### src/hw/rtl/rgcs_pkg.sv
// Shared types, constants and helpers for the ray grid cell stepper.
// Used by rgcs_mul, rgcs_div and ray_grid_cell_stepper_top; no dependencies.
package rgcs_pkg;

	localparam int FRAC_BITS = 16;
	localparam int W = 32;
	// Form values of a point: sum of two floored Q.F products, with margin for offsets.
	localparam int FV_W = 66 - FRAC_BITS;
	// Magnitude of a form value of the direction.
	localparam int Q_W = 64 - FRAC_BITS;
	localparam int MA_W = Q_W;
	localparam int MB_W = W;
	localparam int MP_W = MA_W + MB_W;
	localparam int MCNT_W = $clog2(MB_W);
	localparam int DN_W = 64;
	localparam int DD_W = Q_W + 1;
	localparam int DR_W = DD_W + 1;
	localparam int DCNT_W = $clog2(DN_W);
	localparam int TOL_W = 34 - FRAC_BITS;

	localparam logic [1:0] KIND_LOAD = 2'd0;
	localparam logic [1:0] KIND_NEXT_CELL = 2'd1;
	localparam logic [1:0] KIND_FULL = 2'd2;
	localparam logic [1:0] KIND_HALF = 2'd3;

	// Low two bits of a register index select the field, bit 2 the family.
	localparam logic [1:0] FLD_COEF_A = 2'd0;
	localparam logic [1:0] FLD_COEF_B = 2'd1;
	localparam logic [1:0] FLD_OFFSET = 2'd2;
	localparam logic [1:0] FLD_SPACING = 2'd3;
	localparam int CFG_IDX_W = 3;

	localparam logic [W-1:0] ONE_Q = W'(1) << FRAC_BITS;

	typedef struct packed {
		logic [1:0]   kind;
		logic [W-1:0] start_x;
		logic [W-1:0] start_y;
		logic [W-1:0] dir_x;
		logic [W-1:0] dir_y;
	} item_t;

	typedef struct packed {
		logic [W-1:0] pos_x;
		logic [W-1:0] pos_y;
		logic         corner;
		logic         error;
	} result_t;

	typedef struct packed {
		logic            start;
		logic [MA_W-1:0] a;
		logic [MB_W-1:0] b;
	} mul_req_t;

	typedef struct packed {
		logic            done;
		logic [MP_W-1:0] p;
	} mul_rsp_t;

	typedef struct packed {
		logic            start;
		logic [DN_W-1:0] n;
		logic [DD_W-1:0] d;
	} div_req_t;

	typedef struct packed {
		logic            done;
		logic [DN_W-1:0] quo;
		logic [DR_W-1:0] rem;
	} div_rsp_t;

	typedef enum logic [3:0] {
		ST_IDLE,
		ST_CHECK,
		ST_FORM_GO,
		ST_FORM_WAIT,
		ST_PARALLEL,
		ST_MOD_GO,
		ST_MOD_WAIT,
		ST_CMP_GO,
		ST_CMP_WAIT,
		ST_MOVE_MUL_GO,
		ST_MOVE_MUL_WAIT,
		ST_MOVE_DIV_GO,
		ST_MOVE_DIV_WAIT,
		ST_FINISH
	} state_t;

	function automatic logic [W-1:0] mag32(input logic [W-1:0] v);
		return v[W-1] ? -v : v;
	endfunction

	function automatic logic [Q_W-1:0] magfv(input logic [FV_W-1:0] v);
		logic [FV_W-1:0] t;
		t = v[FV_W-1] ? -v : v;
		return t[Q_W-1:0];
	endfunction

endpackage

### src/hw/rtl/rgcs_mul.sv
// Bit-serial unsigned shift-add multiplier, one multiplier bit per cycle.
// Depends on rgcs_pkg for widths and request/response types.
module rgcs_mul (
	input  logic                clk,
	input  logic                arst_n,
	input  rgcs_pkg::mul_req_t  req,
	output rgcs_pkg::mul_rsp_t  rsp
);

	logic [rgcs_pkg::MA_W-1:0]   a_q;
	logic [rgcs_pkg::MP_W:0]     pr_q;
	logic [rgcs_pkg::MCNT_W-1:0] cnt_q;
	logic                        busy_q;
	logic                        done_q;
	logic [rgcs_pkg::MA_W:0]     sum;
	logic [rgcs_pkg::MP_W:0]     pr_nxt;

	always_comb begin
		sum = pr_q[rgcs_pkg::MP_W:rgcs_pkg::MB_W]
			+ (pr_q[0] ? {1'b0, a_q} : '0);
		pr_nxt = {sum, pr_q[rgcs_pkg::MB_W-1:0]} >> 1;
	end

	always_ff @(posedge clk or negedge arst_n) begin
		if (!arst_n) begin
			a_q <= '0;
			pr_q <= '0;
			cnt_q <= '0;
			busy_q <= 1'b0;
			done_q <= 1'b0;
		end else begin
			done_q <= 1'b0;
			if (req.start) begin
				a_q <= req.a;
				pr_q <= {{(rgcs_pkg::MA_W+1){1'b0}}, req.b};
				cnt_q <= '0;
				busy_q <= 1'b1;
			end else if (busy_q) begin
				pr_q <= pr_nxt;
				cnt_q <= cnt_q + 1'b1;
				if (cnt_q == rgcs_pkg::MCNT_W'(rgcs_pkg::MB_W - 1)) begin
					busy_q <= 1'b0;
					done_q <= 1'b1;
				end
			end
		end
	end

	assign rsp.done = done_q;
	assign rsp.p = pr_q[rgcs_pkg::MP_W-1:0];

endmodule

### src/hw/rtl/rgcs_div.sv
// Bit-serial restoring divider, one quotient bit per cycle.
// Depends on rgcs_pkg for widths and request/response types.
module rgcs_div (
	input  logic                clk,
	input  logic                arst_n,
	input  rgcs_pkg::div_req_t  req,
	output rgcs_pkg::div_rsp_t  rsp
);

	logic [rgcs_pkg::DN_W-1:0]   n_q;
	logic [rgcs_pkg::DD_W-1:0]   d_q;
	logic [rgcs_pkg::DR_W-1:0]   rem_q;
	logic [rgcs_pkg::DCNT_W-1:0] cnt_q;
	logic                        busy_q;
	logic                        done_q;
	logic [rgcs_pkg::DR_W-1:0]   trial;
	logic                        fits;

	always_comb begin
		trial = {rem_q[rgcs_pkg::DR_W-2:0], n_q[rgcs_pkg::DN_W-1]};
		fits = trial >= {1'b0, d_q};
	end

	always_ff @(posedge clk or negedge arst_n) begin
		if (!arst_n) begin
			n_q <= '0;
			d_q <= '0;
			rem_q <= '0;
			cnt_q <= '0;
			busy_q <= 1'b0;
			done_q <= 1'b0;
		end else begin
			done_q <= 1'b0;
			if (req.start) begin
				n_q <= req.n;
				d_q <= req.d;
				rem_q <= '0;
				cnt_q <= '0;
				busy_q <= 1'b1;
			end else if (busy_q) begin
				rem_q <= fits ? trial - {1'b0, d_q} : trial;
				n_q <= {n_q[rgcs_pkg::DN_W-2:0], fits};
				cnt_q <= cnt_q + 1'b1;
				if (cnt_q == rgcs_pkg::DCNT_W'(rgcs_pkg::DN_W - 1)) begin
					busy_q <= 1'b0;
					done_q <= 1'b1;
				end
			end
		end
	end

	assign rsp.done = done_q;
	assign rsp.quo = n_q;
	assign rsp.rem = rem_q;

endmodule

### src/hw/rtl/ray_grid_cell_stepper_top.sv
// Ray grid cell stepper: sequencer, configuration and ray state registers.
// Depends on rgcs_pkg, rgcs_mul and rgcs_div.
//
// Usage: the item channel (item_valid/item_ready/item) carries one beat per
// command: load a ray, step to the next cell, or make a full or half move to
// the next grid-line crossing. The result channel (result_valid/result_ready/
// result) returns exactly one beat per item with the ray start after the item
// and the corner and error flags. The eight family registers are written
// through cfg_we/cfg_index/cfg_data; the user must write them only while the
// block is idle, as the block itself does not enforce it. A load goes straight
// to the finish state, which fills the output register once it is free; the
// block returns to idle as it does so. A move runs every multiplication
// through a one-bit-per-cycle multiplier and every division and modulo
// through a one-bit-per-cycle divider, all on one shared pair of units. A move
// with both families in play costs 12 multiplications and 4 divisions; a
// next-cell step does two moves unless the first ends on a corner; a move with
// one family takes 8 multiplications and 3 divisions.
// One item is worked on at a time; item_ready is high only while idle.
// The finished result sits in an output register, so a stalled receiver
// holds only that beat: the next item is accepted and computed, and waits
// in its final state until the register frees up.
// Reset puts the family registers at the unit square grid, clears the ray
// to zero and empties the output register.
module ray_grid_cell_stepper_top (
	input  logic                                clk,
	input  logic                                arst_n,
	input  logic                                item_valid,
	output logic                                item_ready,
	input  rgcs_pkg::item_t                     item,
	output logic                                result_valid,
	input  logic                                result_ready,
	output rgcs_pkg::result_t                   result,
	input  logic                                cfg_we,
	input  logic [rgcs_pkg::CFG_IDX_W-1:0]      cfg_index,
	input  logic [rgcs_pkg::W-1:0]              cfg_data
);

	localparam int W = rgcs_pkg::W;
	localparam int FV_W = rgcs_pkg::FV_W;

	rgcs_pkg::state_t state_q, state_d;

	// Family registers, index 0 is the first family.
	logic [W-1:0] coef_a_q [2];
	logic [W-1:0] coef_b_q [2];
	logic [W-1:0] offset_q [2];
	logic [W-1:0] spacing_q [2];

	// Ray state.
	logic [W-1:0] sx_q, sy_q, dx_q, dy_q;

	// Sequencer working registers.
	logic            fam_q;       // family being worked on
	logic            term_q;      // 0: a*x term, 1: b*y term
	logic            phase_fs_q;  // 0: form of direction, 1: form of start
	logic            axis_q;      // 0: x, 1: y
	logic            cmp_q;       // second cross product pending
	logic            pass_q;      // second (half) move of a next-cell step
	logic            half_q;
	logic            next_cell_q;
	logic            corner_q;
	logic            err_q;
	logic [1:0]      used_q;      // families not parallel to the direction
	logic            sel_q;       // family that sets the move
	logic            ddneg_q;
	logic [FV_W-1:0] acc_q;
	logic [FV_W-1:0] fd_q [2];
	logic [W-1:0]    m_q [2];
	logic [rgcs_pkg::MP_W-1:0] p1_q;

	logic              result_valid_q;
	rgcs_pkg::result_t result_q;

	rgcs_pkg::mul_req_t mul_req;
	rgcs_pkg::mul_rsp_t mul_rsp;
	rgcs_pkg::div_req_t div_req;
	rgcs_pkg::div_rsp_t div_rsp;

	rgcs_mul u_mul (.clk(clk), .arst_n(arst_n), .req(mul_req), .rsp(mul_rsp));
	rgcs_div u_div (.clk(clk), .arst_n(arst_n), .req(div_req), .rsp(div_rsp));

	// Per-family selections.
	logic [W-1:0]    a_f, b_f, off_f, sp_f, ds_f;
	logic [FV_W-1:0] fd_f;
	logic [W-1:0]    coef, vcomp, dir_ax, pos_ax, m_sel;
	logic            term_neg;
	logic signed [63:0] term_s, term_sh;
	logic [FV_W-1:0] acc_nxt;
	logic [FV_W-1:0] d_v, dd_v, dd_mag;
	logic [W:0]      absum;
	logic [rgcs_pkg::TOL_W-1:0] tol;
	logic [W-1:0]    u_rem, r_v, m0_v, m_new;
	logic            up;
	logic            bad;
	logic            item_acc;
	logic            fin_load;
	logic            next_more;
	logic [rgcs_pkg::Q_W-1:0] q_sel;
	logic signed [65:0] pos_w, pos_sum;
	logic [W-1:0]    pos_sat;
	logic            p_lt, p_eq;

	always_comb begin
		a_f = fam_q ? coef_a_q[1] : coef_a_q[0];
		b_f = fam_q ? coef_b_q[1] : coef_b_q[0];
		off_f = fam_q ? offset_q[1] : offset_q[0];
		sp_f = fam_q ? spacing_q[1] : spacing_q[0];
		fd_f = fam_q ? fd_q[1] : fd_q[0];
		ds_f = rgcs_pkg::mag32(sp_f);

		// One term of a form value: signed product, floored to Q.F.
		coef = term_q ? b_f : a_f;
		vcomp = term_q ? (phase_fs_q ? sy_q : dy_q) : (phase_fs_q ? sx_q : dx_q);
		term_neg = coef[W-1] ^ vcomp[W-1];
		term_s = term_neg ? -$signed(mul_rsp.p[63:0]) : $signed(mul_rsp.p[63:0]);
		term_sh = term_s >>> rgcs_pkg::FRAC_BITS;
		acc_nxt = acc_q + term_sh[FV_W-1:0];

		// Signed distance from line zero, mirrored for a negative spacing.
		d_v = acc_q - {{(FV_W-W){off_f[W-1]}}, off_f};
		dd_v = sp_f[W-1] ? -d_v : d_v;
		dd_mag = dd_v[FV_W-1] ? -dd_v : dd_v;

		// Distance to the next line ahead, from the remainder of |dd| / |sp|.
		absum = {1'b0, rgcs_pkg::mag32(a_f)} + {1'b0, rgcs_pkg::mag32(b_f)};
		tol = rgcs_pkg::TOL_W'(absum >> rgcs_pkg::FRAC_BITS) + rgcs_pkg::TOL_W'(3);
		u_rem = div_rsp.rem[W-1:0];
		r_v = (ddneg_q && u_rem != '0) ? ds_f - u_rem : u_rem;
		up = (sp_f[W-1] == 1'b0) == (fd_f[FV_W-1] == 1'b0);
		m0_v = up ? ((r_v == '0) ? '0 : ds_f - r_v) : r_v;
		// A ray sitting on a line takes the following line instead.
		m_new = (m0_v <= W'(tol)) ? m0_v + ds_f : m0_v;

		bad = (dx_q == '0 && dy_q == '0) || spacing_q[0] == '0 || spacing_q[1] == '0;

		// Move of one coordinate by sign(dir) * floor(|dir| * m / q), with q doubled for a half move.
		dir_ax = axis_q ? dy_q : dx_q;
		pos_ax = axis_q ? sy_q : sx_q;
		m_sel = sel_q ? m_q[1] : m_q[0];
		q_sel = rgcs_pkg::magfv(sel_q ? fd_q[1] : fd_q[0]);
		pos_w = {{(66-W){pos_ax[W-1]}}, pos_ax};
		pos_sum = dir_ax[W-1] ? pos_w - $signed({2'b00, div_rsp.quo})
			: pos_w + $signed({2'b00, div_rsp.quo});
		if (pos_sum > 66'sd2147483647) begin
			pos_sat = {1'b0, {(W-1){1'b1}}};
		end else if (pos_sum < -66'sd2147483648) begin
			pos_sat = {1'b1, {(W-1){1'b0}}};
		end else begin
			pos_sat = pos_sum[W-1:0];
		end

		// Cross-multiplied comparison of the two ray parameters.
		p_lt = p1_q < mul_rsp.p;
		p_eq = p1_q == mul_rsp.p;

		item_acc = item_valid && item_ready;
		fin_load = (state_q == rgcs_pkg::ST_FINISH) && (!result_valid_q || result_ready);
		next_more = next_cell_q && !pass_q && !corner_q;
	end

	// Next-state logic.
	always_comb begin
		state_d = state_q;
		case (state_q)
			rgcs_pkg::ST_IDLE: begin
				if (item_valid) begin
					state_d = (item.kind == rgcs_pkg::KIND_LOAD) ? rgcs_pkg::ST_FINISH
						: rgcs_pkg::ST_CHECK;
				end
			end
			rgcs_pkg::ST_CHECK: begin
				state_d = bad ? rgcs_pkg::ST_FINISH : rgcs_pkg::ST_FORM_GO;
			end
			rgcs_pkg::ST_FORM_GO: state_d = rgcs_pkg::ST_FORM_WAIT;
			rgcs_pkg::ST_FORM_WAIT: begin
				if (mul_rsp.done) begin
					if (!term_q) begin
						state_d = rgcs_pkg::ST_FORM_GO;
					end else if (!phase_fs_q) begin
						state_d = fam_q ? rgcs_pkg::ST_PARALLEL : rgcs_pkg::ST_FORM_GO;
					end else begin
						state_d = rgcs_pkg::ST_MOD_GO;
					end
				end
			end
			rgcs_pkg::ST_PARALLEL: begin
				state_d = (fd_q[0] == '0 && fd_q[1] == '0) ? rgcs_pkg::ST_FINISH
					: rgcs_pkg::ST_FORM_GO;
			end
			rgcs_pkg::ST_MOD_GO: state_d = rgcs_pkg::ST_MOD_WAIT;
			rgcs_pkg::ST_MOD_WAIT: begin
				if (div_rsp.done) begin
					if (!fam_q && used_q[1]) begin
						state_d = rgcs_pkg::ST_FORM_GO;
					end else if (used_q == 2'b11) begin
						state_d = rgcs_pkg::ST_CMP_GO;
					end else begin
						state_d = rgcs_pkg::ST_MOVE_MUL_GO;
					end
				end
			end
			rgcs_pkg::ST_CMP_GO: state_d = rgcs_pkg::ST_CMP_WAIT;
			rgcs_pkg::ST_CMP_WAIT: begin
				if (mul_rsp.done) begin
					state_d = cmp_q ? rgcs_pkg::ST_MOVE_MUL_GO : rgcs_pkg::ST_CMP_GO;
				end
			end
			rgcs_pkg::ST_MOVE_MUL_GO: state_d = rgcs_pkg::ST_MOVE_MUL_WAIT;
			rgcs_pkg::ST_MOVE_MUL_WAIT: begin
				if (mul_rsp.done) begin
					state_d = rgcs_pkg::ST_MOVE_DIV_GO;
				end
			end
			rgcs_pkg::ST_MOVE_DIV_GO: state_d = rgcs_pkg::ST_MOVE_DIV_WAIT;
			rgcs_pkg::ST_MOVE_DIV_WAIT: begin
				if (div_rsp.done) begin
					if (!axis_q) begin
						state_d = rgcs_pkg::ST_MOVE_MUL_GO;
					end else begin
						state_d = next_more ? rgcs_pkg::ST_CHECK : rgcs_pkg::ST_FINISH;
					end
				end
			end
			rgcs_pkg::ST_FINISH: begin
				if (!result_valid_q || result_ready) begin
					state_d = rgcs_pkg::ST_IDLE;
				end
			end
			default: state_d = rgcs_pkg::ST_IDLE;
		endcase
	end

	// Outputs of the sequencer: handshake and unit requests.
	always_comb begin
		item_ready = (state_q == rgcs_pkg::ST_IDLE);
		mul_req.start = 1'b0;
		mul_req.a = {{(rgcs_pkg::MA_W-W){1'b0}}, rgcs_pkg::mag32(coef)};
		mul_req.b = rgcs_pkg::mag32(vcomp);
		div_req.start = 1'b0;
		div_req.n = {{(rgcs_pkg::DN_W-FV_W){1'b0}}, dd_mag};
		div_req.d = {{(rgcs_pkg::DD_W-W){1'b0}}, ds_f};
		case (state_q)
			rgcs_pkg::ST_FORM_GO: begin
				mul_req.start = 1'b1;
			end
			rgcs_pkg::ST_CMP_GO: begin
				mul_req.start = 1'b1;
				mul_req.a = cmp_q ? rgcs_pkg::magfv(fd_q[0]) : rgcs_pkg::magfv(fd_q[1]);
				mul_req.b = cmp_q ? m_q[1] : m_q[0];
			end
			rgcs_pkg::ST_MOVE_MUL_GO: begin
				mul_req.start = 1'b1;
				mul_req.a = {{(rgcs_pkg::MA_W-W){1'b0}}, rgcs_pkg::mag32(dir_ax)};
				mul_req.b = m_sel;
			end
			rgcs_pkg::ST_MOD_GO: begin
				div_req.start = 1'b1;
			end
			rgcs_pkg::ST_MOVE_DIV_GO: begin
				div_req.start = 1'b1;
				div_req.n = mul_rsp.p[rgcs_pkg::DN_W-1:0];
				div_req.d = half_q ? {q_sel, 1'b0} : {1'b0, q_sel};
			end
			default: begin
			end
		endcase
	end

	always_ff @(posedge clk or negedge arst_n) begin
		if (!arst_n) begin
			state_q <= rgcs_pkg::ST_IDLE;
		end else begin
			state_q <= state_d;
		end
	end

	// Configuration registers.
	always_ff @(posedge clk or negedge arst_n) begin
		if (!arst_n) begin
			coef_a_q[0] <= rgcs_pkg::ONE_Q;
			coef_b_q[0] <= '0;
			offset_q[0] <= '0;
			spacing_q[0] <= rgcs_pkg::ONE_Q;
			coef_a_q[1] <= '0;
			coef_b_q[1] <= rgcs_pkg::ONE_Q;
			offset_q[1] <= '0;
			spacing_q[1] <= rgcs_pkg::ONE_Q;
		end else if (cfg_we) begin
			case (cfg_index[1:0])
				rgcs_pkg::FLD_COEF_A: coef_a_q[cfg_index[2]] <= cfg_data;
				rgcs_pkg::FLD_COEF_B: coef_b_q[cfg_index[2]] <= cfg_data;
				rgcs_pkg::FLD_OFFSET: offset_q[cfg_index[2]] <= cfg_data;
				rgcs_pkg::FLD_SPACING: spacing_q[cfg_index[2]] <= cfg_data;
				default: begin
				end
			endcase
		end
	end

	// Sequencer datapath.
	always_ff @(posedge clk or negedge arst_n) begin
		if (!arst_n) begin
			sx_q <= '0;
			sy_q <= '0;
			dx_q <= '0;
			dy_q <= '0;
			fam_q <= 1'b0;
			term_q <= 1'b0;
			phase_fs_q <= 1'b0;
			axis_q <= 1'b0;
			cmp_q <= 1'b0;
			pass_q <= 1'b0;
			half_q <= 1'b0;
			next_cell_q <= 1'b0;
			corner_q <= 1'b0;
			err_q <= 1'b0;
			used_q <= '0;
			sel_q <= 1'b0;
			ddneg_q <= 1'b0;
			acc_q <= '0;
			fd_q[0] <= '0;
			fd_q[1] <= '0;
			m_q[0] <= '0;
			m_q[1] <= '0;
			p1_q <= '0;
		end else begin
			case (state_q)
				rgcs_pkg::ST_IDLE: begin
					if (item_acc) begin
						if (item.kind == rgcs_pkg::KIND_LOAD) begin
							sx_q <= item.start_x;
							sy_q <= item.start_y;
							dx_q <= item.dir_x;
							dy_q <= item.dir_y;
						end
						next_cell_q <= (item.kind == rgcs_pkg::KIND_NEXT_CELL);
						half_q <= (item.kind == rgcs_pkg::KIND_HALF);
						pass_q <= 1'b0;
						corner_q <= 1'b0;
						err_q <= 1'b0;
					end
				end
				rgcs_pkg::ST_CHECK: begin
					if (bad) begin
						err_q <= 1'b1;
					end
					fam_q <= 1'b0;
					term_q <= 1'b0;
					phase_fs_q <= 1'b0;
					acc_q <= '0;
				end
				rgcs_pkg::ST_FORM_WAIT: begin
					if (mul_rsp.done) begin
						if (!term_q) begin
							acc_q <= acc_nxt;
							term_q <= 1'b1;
						end else begin
							term_q <= 1'b0;
							if (!phase_fs_q) begin
								if (fam_q) begin
									fd_q[1] <= acc_nxt;
								end else begin
									fd_q[0] <= acc_nxt;
								end
								acc_q <= '0;
								fam_q <= 1'b1;
							end else begin
								acc_q <= acc_nxt;
							end
						end
					end
				end
				rgcs_pkg::ST_PARALLEL: begin
					used_q <= {fd_q[1] != '0, fd_q[0] != '0};
					if (fd_q[0] == '0 && fd_q[1] == '0) begin
						err_q <= 1'b1;
					end
					phase_fs_q <= 1'b1;
					fam_q <= (fd_q[0] == '0);
					term_q <= 1'b0;
					acc_q <= '0;
				end
				rgcs_pkg::ST_MOD_GO: begin
					ddneg_q <= dd_v[FV_W-1];
				end
				rgcs_pkg::ST_MOD_WAIT: begin
					if (div_rsp.done) begin
						if (fam_q) begin
							m_q[1] <= m_new;
						end else begin
							m_q[0] <= m_new;
						end
						sel_q <= fam_q;
						cmp_q <= 1'b0;
						axis_q <= 1'b0;
						if (!fam_q && used_q[1]) begin
							fam_q <= 1'b1;
							acc_q <= '0;
						end
					end
				end
				rgcs_pkg::ST_CMP_WAIT: begin
					if (mul_rsp.done) begin
						if (!cmp_q) begin
							p1_q <= mul_rsp.p;
							cmp_q <= 1'b1;
						end else begin
							sel_q <= !(p_lt || p_eq);
							if (p_eq && !half_q) begin
								corner_q <= 1'b1;
							end
						end
					end
				end
				rgcs_pkg::ST_MOVE_DIV_WAIT: begin
					if (div_rsp.done) begin
						if (axis_q) begin
							sy_q <= pos_sat;
							if (next_more) begin
								pass_q <= 1'b1;
								half_q <= 1'b1;
							end
						end else begin
							sx_q <= pos_sat;
							axis_q <= 1'b1;
						end
					end
				end
				default: begin
				end
			endcase
		end
	end

	// Output register.
	always_ff @(posedge clk or negedge arst_n) begin
		if (!arst_n) begin
			result_valid_q <= 1'b0;
			result_q <= '0;
		end else begin
			if (fin_load) begin
				result_valid_q <= 1'b1;
				result_q.pos_x <= sx_q;
				result_q.pos_y <= sy_q;
				result_q.corner <= corner_q && !err_q;
				result_q.error <= err_q;
			end else if (result_ready) begin
				result_valid_q <= 1'b0;
			end
		end
	end

	assign result_valid = result_valid_q;
	assign result = result_q;

`ifndef ASSERT_OFF
	a_mul_done_expected: assert property (@(posedge clk) disable iff (!arst_n)
		mul_rsp.done |-> (state_q == rgcs_pkg::ST_FORM_WAIT
			|| state_q == rgcs_pkg::ST_CMP_WAIT
			|| state_q == rgcs_pkg::ST_MOVE_MUL_WAIT))
		else $error("multiplier finished while the sequencer was not waiting");

	a_div_done_expected: assert property (@(posedge clk) disable iff (!arst_n)
		div_rsp.done |-> (state_q == rgcs_pkg::ST_MOD_WAIT
			|| state_q == rgcs_pkg::ST_MOVE_DIV_WAIT))
		else $error("divider finished while the sequencer was not waiting");

	a_error_no_corner: assert property (@(posedge clk) disable iff (!arst_n)
		result_valid |-> !(result.error && result.corner))
		else $error("result beat flags both an error and a corner");

	a_load_direct: assert property (@(posedge clk) disable iff (!arst_n)
		(item_valid && item_ready && item.kind == rgcs_pkg::KIND_LOAD)
			|=> state_q == rgcs_pkg::ST_FINISH)
		else $error("load beat did not go straight to the result stage");
`endif

endmodule
### config.mk
export PLATFORM = sky130hd
export DESIGN_NAME = ray_grid_cell_stepper_top
export DESIGN_NICKNAME = d
export VERILOG_FILES = /design/src/hw/rtl/rgcs_pkg.sv /design/src/hw/rtl/rgcs_mul.sv /design/src/hw/rtl/rgcs_div.sv /design/src/hw/rtl/ray_grid_cell_stepper_top.sv
export SDC_FILE = /design/constraint.sdc
export NUM_CORES = 2
export LEC_CHECK = 0
export BUFFER_PORTS_ARGS = -buffer_cell sky130_fd_sc_hd__buf_2
export CORE_MARGIN = 1.5
export CORE_UTILIZATION = 51
export CTS_BUF_LIST = sky130_fd_sc_hd__clkbuf_4 sky130_fd_sc_hd__clkbuf_8
export CTS_CLUSTER_SIZE = 28
export DETAILED_ROUTE_END_ITERATION = 12
export GPL_ROUTABILITY_DRIVEN = 0
export PLACE_DENSITY = 0.72
export SYNTH_ARGS = -nofsm -noshare
export SYNTH_HDL_FRONTEND = slang
export SYNTH_SLANG_ARGS = --single-unit
### constraint.sdc
create_clock -name clk -period 17 [get_ports clk]
set_input_delay 3.4 -clock clk [delete_from_list [all_inputs] [get_ports clk]]
set_output_delay 3.4 -clock clk [all_outputs]
set_load 0.01 [all_outputs]
======== Yosys cells after proc, flatten, opt, wreduce, memory -nomap -nowiden ========
Index checks and enable logic that the tools add are counted.
cells by class
  add/sub/neg operators ................... 25
  magnitude comparators ................... 7
  eq/ne operators ......................... 42
  multiplexer cells ....................... 139
  bitwise logic cells ..................... 7
  reductions and logical operators ........ 73
operators by type and width
  cell                                                             count
  2-to-1 mux 32 bit                                                33
  2-to-1 mux 50 bit                                                9
  bitwise mux 64 bit                                               4
  2-to-1 mux 48 bit                                                5
  2-to-1 mux 49 bit                                                4
  2-to-1 mux 64 bit                                                3
  negator 32 bit                                                   6
  2-to-1 mux 81 bit                                                2
  logical NOT 32 bit                                               5
  one-hot mux 80 bit (2 select lines)                              1
  one-hot mux 50 bit (3 select lines)                              1
  negator 48 bit                                                   3
  one-hot mux 32 bit (2 select lines)                              2
  2-to-1 mux 113 bit                                               1
  logical NOT 50 bit                                               2
  negator 50 bit                                                   2
  nonzero test 50 bit                                              2
  equality test 80 bit                                             1
  < comparator 80 bit                                              1
  adder 32 x 65 -> 66 bit                                          1
  greater-than comparator 66 x 32 -> 1 bit, second input constant  1
  < comparator 66 x 32 -> 1 bit, second input constant             1
  2-to-1 mux 66 bit                                                1
  subtractor 32 x 65 -> 66 bit                                     1
  56 further kinds                                                 201
storage, ports and cells
  bits in registers ....................... 1,069
  input port bits ......................... 170
  output and inout port bits .............. 68

======== Depth between registers and ports, before layout ========
  word-level depth ........................ 10
  mapped depth ............................ 54
  mapped depth without buffers ............ 41

======== By module ========
A second synthesis with hierarchy kept.
second synthesis, totals
  cell total of the unflattened synthesis .. 10,033
  area, all modules ....................... 86,683.1 um^2
by module, submodules not included
  module                     instances  cells an instance  area an instance (um^2)  sequential area each (um^2)
  ray_grid_cell_stepper_top  1          7,865              67,547.3                 19,098.3
  rgcs_div                   1          1,272              10,720.3                 4,279.1
  rgcs_mul                   1          896                8,415.6                  3,378.2

======== Worst setup path after synthesis ========
No wires, ideal clock.
  path kind ............................... register to register
  from .................................... register fam_q
  to ...................................... register m_q[31] in the netlist's numbering
  library setup time ...................... 0.082 ns
  arrival ................................. 14.024 ns
  slack ................................... 2.894 ns
  stages on the path, launching flop included .. 53
  buffers on the path ..................... 15
  cell sequence ........................... dfrtp_1 clkbuf_1 buf_2 buf_1 buf_1 buf_2 buf_1 clkbuf_1 clkbuf_1 buf_2 buf_1 buf_1 clkbuf_1 mux2i_1 ha_1 or4bb_1 o22ai_1 and4bb_1 [... 17 more ...] ha_1 nor2b_1 a311o_1 o31ai_1 o2111ai_1 a31o_2 a21o_1 nand2_1 a21oi_1 o31a_1 a311o_1 o221ai_1 a21oi_1 a211o_1 a21oi_1 xor2_1 nand2_1 a31oi_1
on the way
  cells in the longest elaborated chain, start to end .. 10
  elaborated cells on any way between the ends .. 25
  classes of those cells .................. 8 x add/sub; 1 x order compare; 1 x eq/ne; 11 x mux; 2 x bitwise; 2 x reduce/logical
RTL lines
  element                                                                           line                              source
  start, declared                                                                   ray_grid_cell_stepper_top.sv:53   logic fam_q;
  start signal, assigned                                                            ray_grid_cell_stepper_top.sv:379  fam_q <= (fd_q[0] == '0);
  2-to-1 mux 32 bit                                                                 ray_grid_cell_stepper_top.sv:107  sp_f = fam_q ? spacing_q[1] : spacing_q[0];
  negator 32 bit                                                                    rgcs_pkg.sv:91                    return v[W-1] ? -v : v;
  2-to-1 mux 32 bit                                                                 rgcs_pkg.sv:91
  subtractor 32 bit                                                                 ray_grid_cell_stepper_top.sv:128  r_v = (ddneg_q && u_rem != '0) ? ds_f - u_rem : u_rem;
  2-to-1 mux 32 bit                                                                 ray_grid_cell_stepper_top.sv:128
  subtractor 32 bit / logical NOT 32 bit (equally long branches)                    ray_grid_cell_stepper_top.sv:130  m0_v = up ? ((r_v == '0) ? '0 : ds_f - r_v) : r_v;
  2-to-1 mux 32 bit (2 in a row)                                                    ray_grid_cell_stepper_top.sv:130
  adder 32 bit / less-or-equal comparator 32 x 18 -> 1 bit (equally long branches)  ray_grid_cell_stepper_top.sv:132  m_new = (m0_v <= W'(tol)) ? m0_v + ds_f : m0_v;
  2-to-1 mux 32 bit                                                                 ray_grid_cell_stepper_top.sv:132
  end, declared                                                                     ray_grid_cell_stepper_top.sv:68   logic [W-1:0] m_q [2];
Several ways; a longest one is shown, not always the timed one.
A chain may end at the register's enable or synchronous reset.

======== Worst setup path after layout ========
Same ends and word-level chain as after synthesis.

==> qor.yml <==
status:
  outcome: "finished, final reports clean"
clock_network:
  clk_latency_ns: 1.02
  htreeDepth: 4
  clk_pin_slew_worst_paths_ns: 0.07
  cts.sinks: 1068
  cts_max_path_buffers: 3
  post-cts-setup-buffer-count: 0
  cts.hold.buffers_added: 0
  tritoncts: "yes"
  cts_buffers: 187
  postCtsResizedCells: 0
  root_buffer: "clkbuf_8"
logic_synthesis:
  synth_cell_type_count: 110
  synth_nets: 10300
  yosysSeqAreaShare_pct: 31.6
  ys_warn_count: 0
  postSynthAreaPerCell_um2: 8.78
  synth_cells: 9641
  synthFlopType: "dfrtp_1"
  syn_area_um2: 84700
  ys_seq_elements: 1068
  synth_edf_count: 0
  synthArstFlopShare_pct: 100
sta:
  fin_crit_sh_pct: 74.7
  fmax_mhz: 78.8
  final-setup-viol-count: 0
  worstMarginPinSlew_ns: 1.39
  rsz0062_at_grt: "false"
  setup_tns_ns: 0
  slew_violations: 0
  finalCriticalPeriod_ns: 12.69
  relSlewSlack_pct: 6.38
  finClkSkew_ns: 0.0971
  report.final.hold_viol_count: 0
critical_path:
  cp.required_ns: 17.87
  rr_endpoint: "m_q[31]$_DFFE_PN0P_"
  cpMostUsedCell: "a21oi_1"
  critPathArrivalTime_ns: 13.56
  end_kind: "register"
  cpMaxStageDelayCell: "dfrtp_4"
  reg2reg_from: "fam_q$_DFFE_PN0P_"
  crit_fanout: 72
  r2r_setup_slack_ns: 4.31
  cp_slowest_stage_delay_ns: 1.00
  cp-start-kind: "register"
  cpLargestDelayFamily: "compound AO/OA/AOI/OAI gates"
  crit_type: "register to register"
  crit_buf_inv: 0
  r2r_cells: 39
routing:
  drt_iter0_drc: 9098
  drt-total-wl_mm: 292
  dr.pass1.iters: 9
  wl_met3_mm: 31.9
  via_count: 78200
  via_per_inst: 6.51
  drtAntennaViolNets: 0
  drc: 0
  drt-met1-wl_mm: 116
  top_layer_used: "met5"
  route.met2.wl_mm: 124
  wl_per_cell_um: 24.3
placed_design:
  dp_hpwl_mm: 221
  dp.cells: 11700
  port_buffers: 237
layout:
  multi_input_area_um2: 54900
  fillCellCount: 14700
  stdcell_count: 12000
  drive_gt1_share_pct: 14.4
  ff_latch_area_um2: 26800
  final_nets: 10300
  syn_to_final_growth_pct: 9.12
die:
  die_h_um: 410
  fp.dieArea_um2: 168000
  fp.dieW_um: 410
  rows: 149
  coreArea_um2: 165000
  start_util_pct: 51.4
  io_pins: 238
grt:
  antenna_found_initial: 12
  grt_use_total_pct: 33.6
  grt_overflow: 0
  grt_max_degree: 175
  grt_pass1_wl_mm: 442
  grt_pass1_vias: 73600
hold_path:
  hp-start: "u_mul.a_q[8]$_DFFE_PN0N_"
  min_path_type: "register to register"
  hold_depth: 2
  hold_path_end: "u_mul.a_q[8]$_DFFE_PN0N_"
flow_run:
  maxCapViolations: 0
layer usage:
| metal | track usage [%] | vias to the layer above |
|---|---|---|
| met5 | 0 | - |
| met4 | 19.7 | 8 |
| met3 | 8.75 | 827 |
| met2 | 49.5 | 4063 |
| met1 | 44.4 | 37900 |
| li1 | - | 35400 |
kinds of logic (layout without fill, tap and decap cells):
| logic type | Yosys count | count (layout) | synth area share (%) |
|---|---|---|---|
| AOI/OAI and AO/OA | 2765 | 2765 | 21.0 |
| and+or+nand+nor | 2718 | 2718 | 15.5 |
| DFF | 1068 | 1068 | 31.6 |
| buffers and inverters | 882 | 1065 | 3.94 |
| muxes | 874 | 874 | 12.0 |
| xor gates and xnor gates | 830 | 830 | 8.60 |
| adders and majority gates | 504 | 504 | 7.50 |
| other | 0 | 6 | 0 |
registers in the layout, summed over array words and instances (netlist names), 64 cells and up:
register,cells
result,66
offset_q,64
m_q,64
coef_b_q,64
coef_a_q,64
p1_q,80
spacing_q,64
fd_q,100
u_div.n_q,64
u_mul.pr_q,80
cell type report:
cell class / count / area share, %
Timing Repair Buffer: 353 / 2.28
Tap cell: 2189 / 2.96
Clock buffer: 281 / 3.87
Sequential cell: 1068 / 29.0
Clock inverter: 57 / 0.981
Antenna cell: 6 / 0.0163
Multi-Input combinational cell: 7691 / 59.4
Inverter: 374 / 1.52
worst max-delay path by stage:
stage                      startpoint             endpoint  slack (ns)  depth (start not counted)
finish              fam_q$_DFFE_PN0P_  m_q[31]$_DFFE_PN0P_        4.31                         39
global route        fam_q$_DFFE_PN0P_  m_q[31]$_DFFE_PN0P_        3.82                         39
CTS                 fam_q$_DFFE_PN0P_  m_q[31]$_DFFE_PN0P_        4.69                         39
detailed placement  fam_q$_DFFE_PN0P_  m_q[31]$_DFFE_PN0P_        4.82                         39
global placement    fam_q$_DFFE_PN0P_  m_q[31]$_DFFE_PN0P_        5.21                         39
floorplan           fam_q$_DFFE_PN0P_  m_q[31]$_DFFE_PN0P_        2.89                         52
synthesized netlist by cell type, drive strengths merged, types with 38 or more instances:
master / instances / area [um2]
o21a: 68 / 510
and2: 101 / 632
buf: 70 / 283
a21oi: 737 / 3690
nor4: 87 / 576
xnor2: 538 / 4720
ha: 491 / 6140
a21boi: 54 / 405
or3: 94 / 598
mux2i: 293 / 2930
a211oi: 91 / 683
o31ai: 108 / 816
a22o: 61 / 534
o22ai: 57 / 357
clkbuf: 438 / 1650
and3: 86 / 538
nand2b: 113 / 714
dfrtp: 1064 / 26600
o21ai: 668 / 3340
a221o: 57 / 571
nor2: 782 / 2940
nand3: 151 / 756
xor2: 292 / 2560
mux2: 523 / 5890
nor3: 216 / 1100
or2: 44 / 275
nand2: 737 / 2770
a221oi: 54 / 473
inv: 370 / 1390
or4: 38 / 300
o211ai: 41 / 308
nand4: 97 / 607
nor2b: 78 / 488
o21bai: 54 / 405
a31oi: 183 / 1140
a21o: 214 / 1610
mux4: 58 / 1310
worst reg2reg max path, delay by kind of cell, from the launching register on:
family | cells | cell delay [ns]
flip-flops | 1 | 1.00
AND/OR/NAND/NOR | 9 | 2.70
XOR/XNOR | 2 | 0.80
AO/OA/AOI/OAI | 24 | 6.22
multiplexers | 1 | 0.69
adder cells (fa/ha/maj) | 3 | 1.14
cell usage in the layout, fill, tap and decap left out, types with 57 or more instances in the layout:
cell type,instances
mux2i_1,288
a221o_1,57
nand4_1,97
nor2_1,774
buf_4,113
clkbuf_8,235
nand2_1,734
xnor2_1,533
a21o_1,214
or3_1,92
nand3_1,147
a211oi_1,91
nor2b_1,78
inv_1,370
o22ai_1,57
a21oi_1,735
mux4_2,58
o21ai_1,100
nand2b_1,112
a22o_1,61
ha_1,491
o21ai_0,565
a31oi_1,183
nor4_1,79
xor2_1,292
buf_2,236
and3_1,86
o21a_1,67
nor3_1,208
and2_1,100
dfrtp_1,1056
mux2_2,522
o31ai_1,105
through the flow:
step | hold WS [ns] | worst slack (ns) | cell area [um2] | utilization (%)
finish | 0.480 | 4.31 | 92400 | 56.1
global route | 0.502 | 3.82 | 92400 | 56.1
CTS | 0.481 | 4.69 | 92400 | 56.0
detailed placement | 0.465 | 4.82 | 87900 | 53.3
global placement | 0.463 | 5.21 | 87900 | 53.3
floorplan | 0.442 | 2.89 | 84700 | -
Power is left out: the tool's default activity adds up to more than one toggle a clock period on the data nets, which glitch-free logic cannot reach.
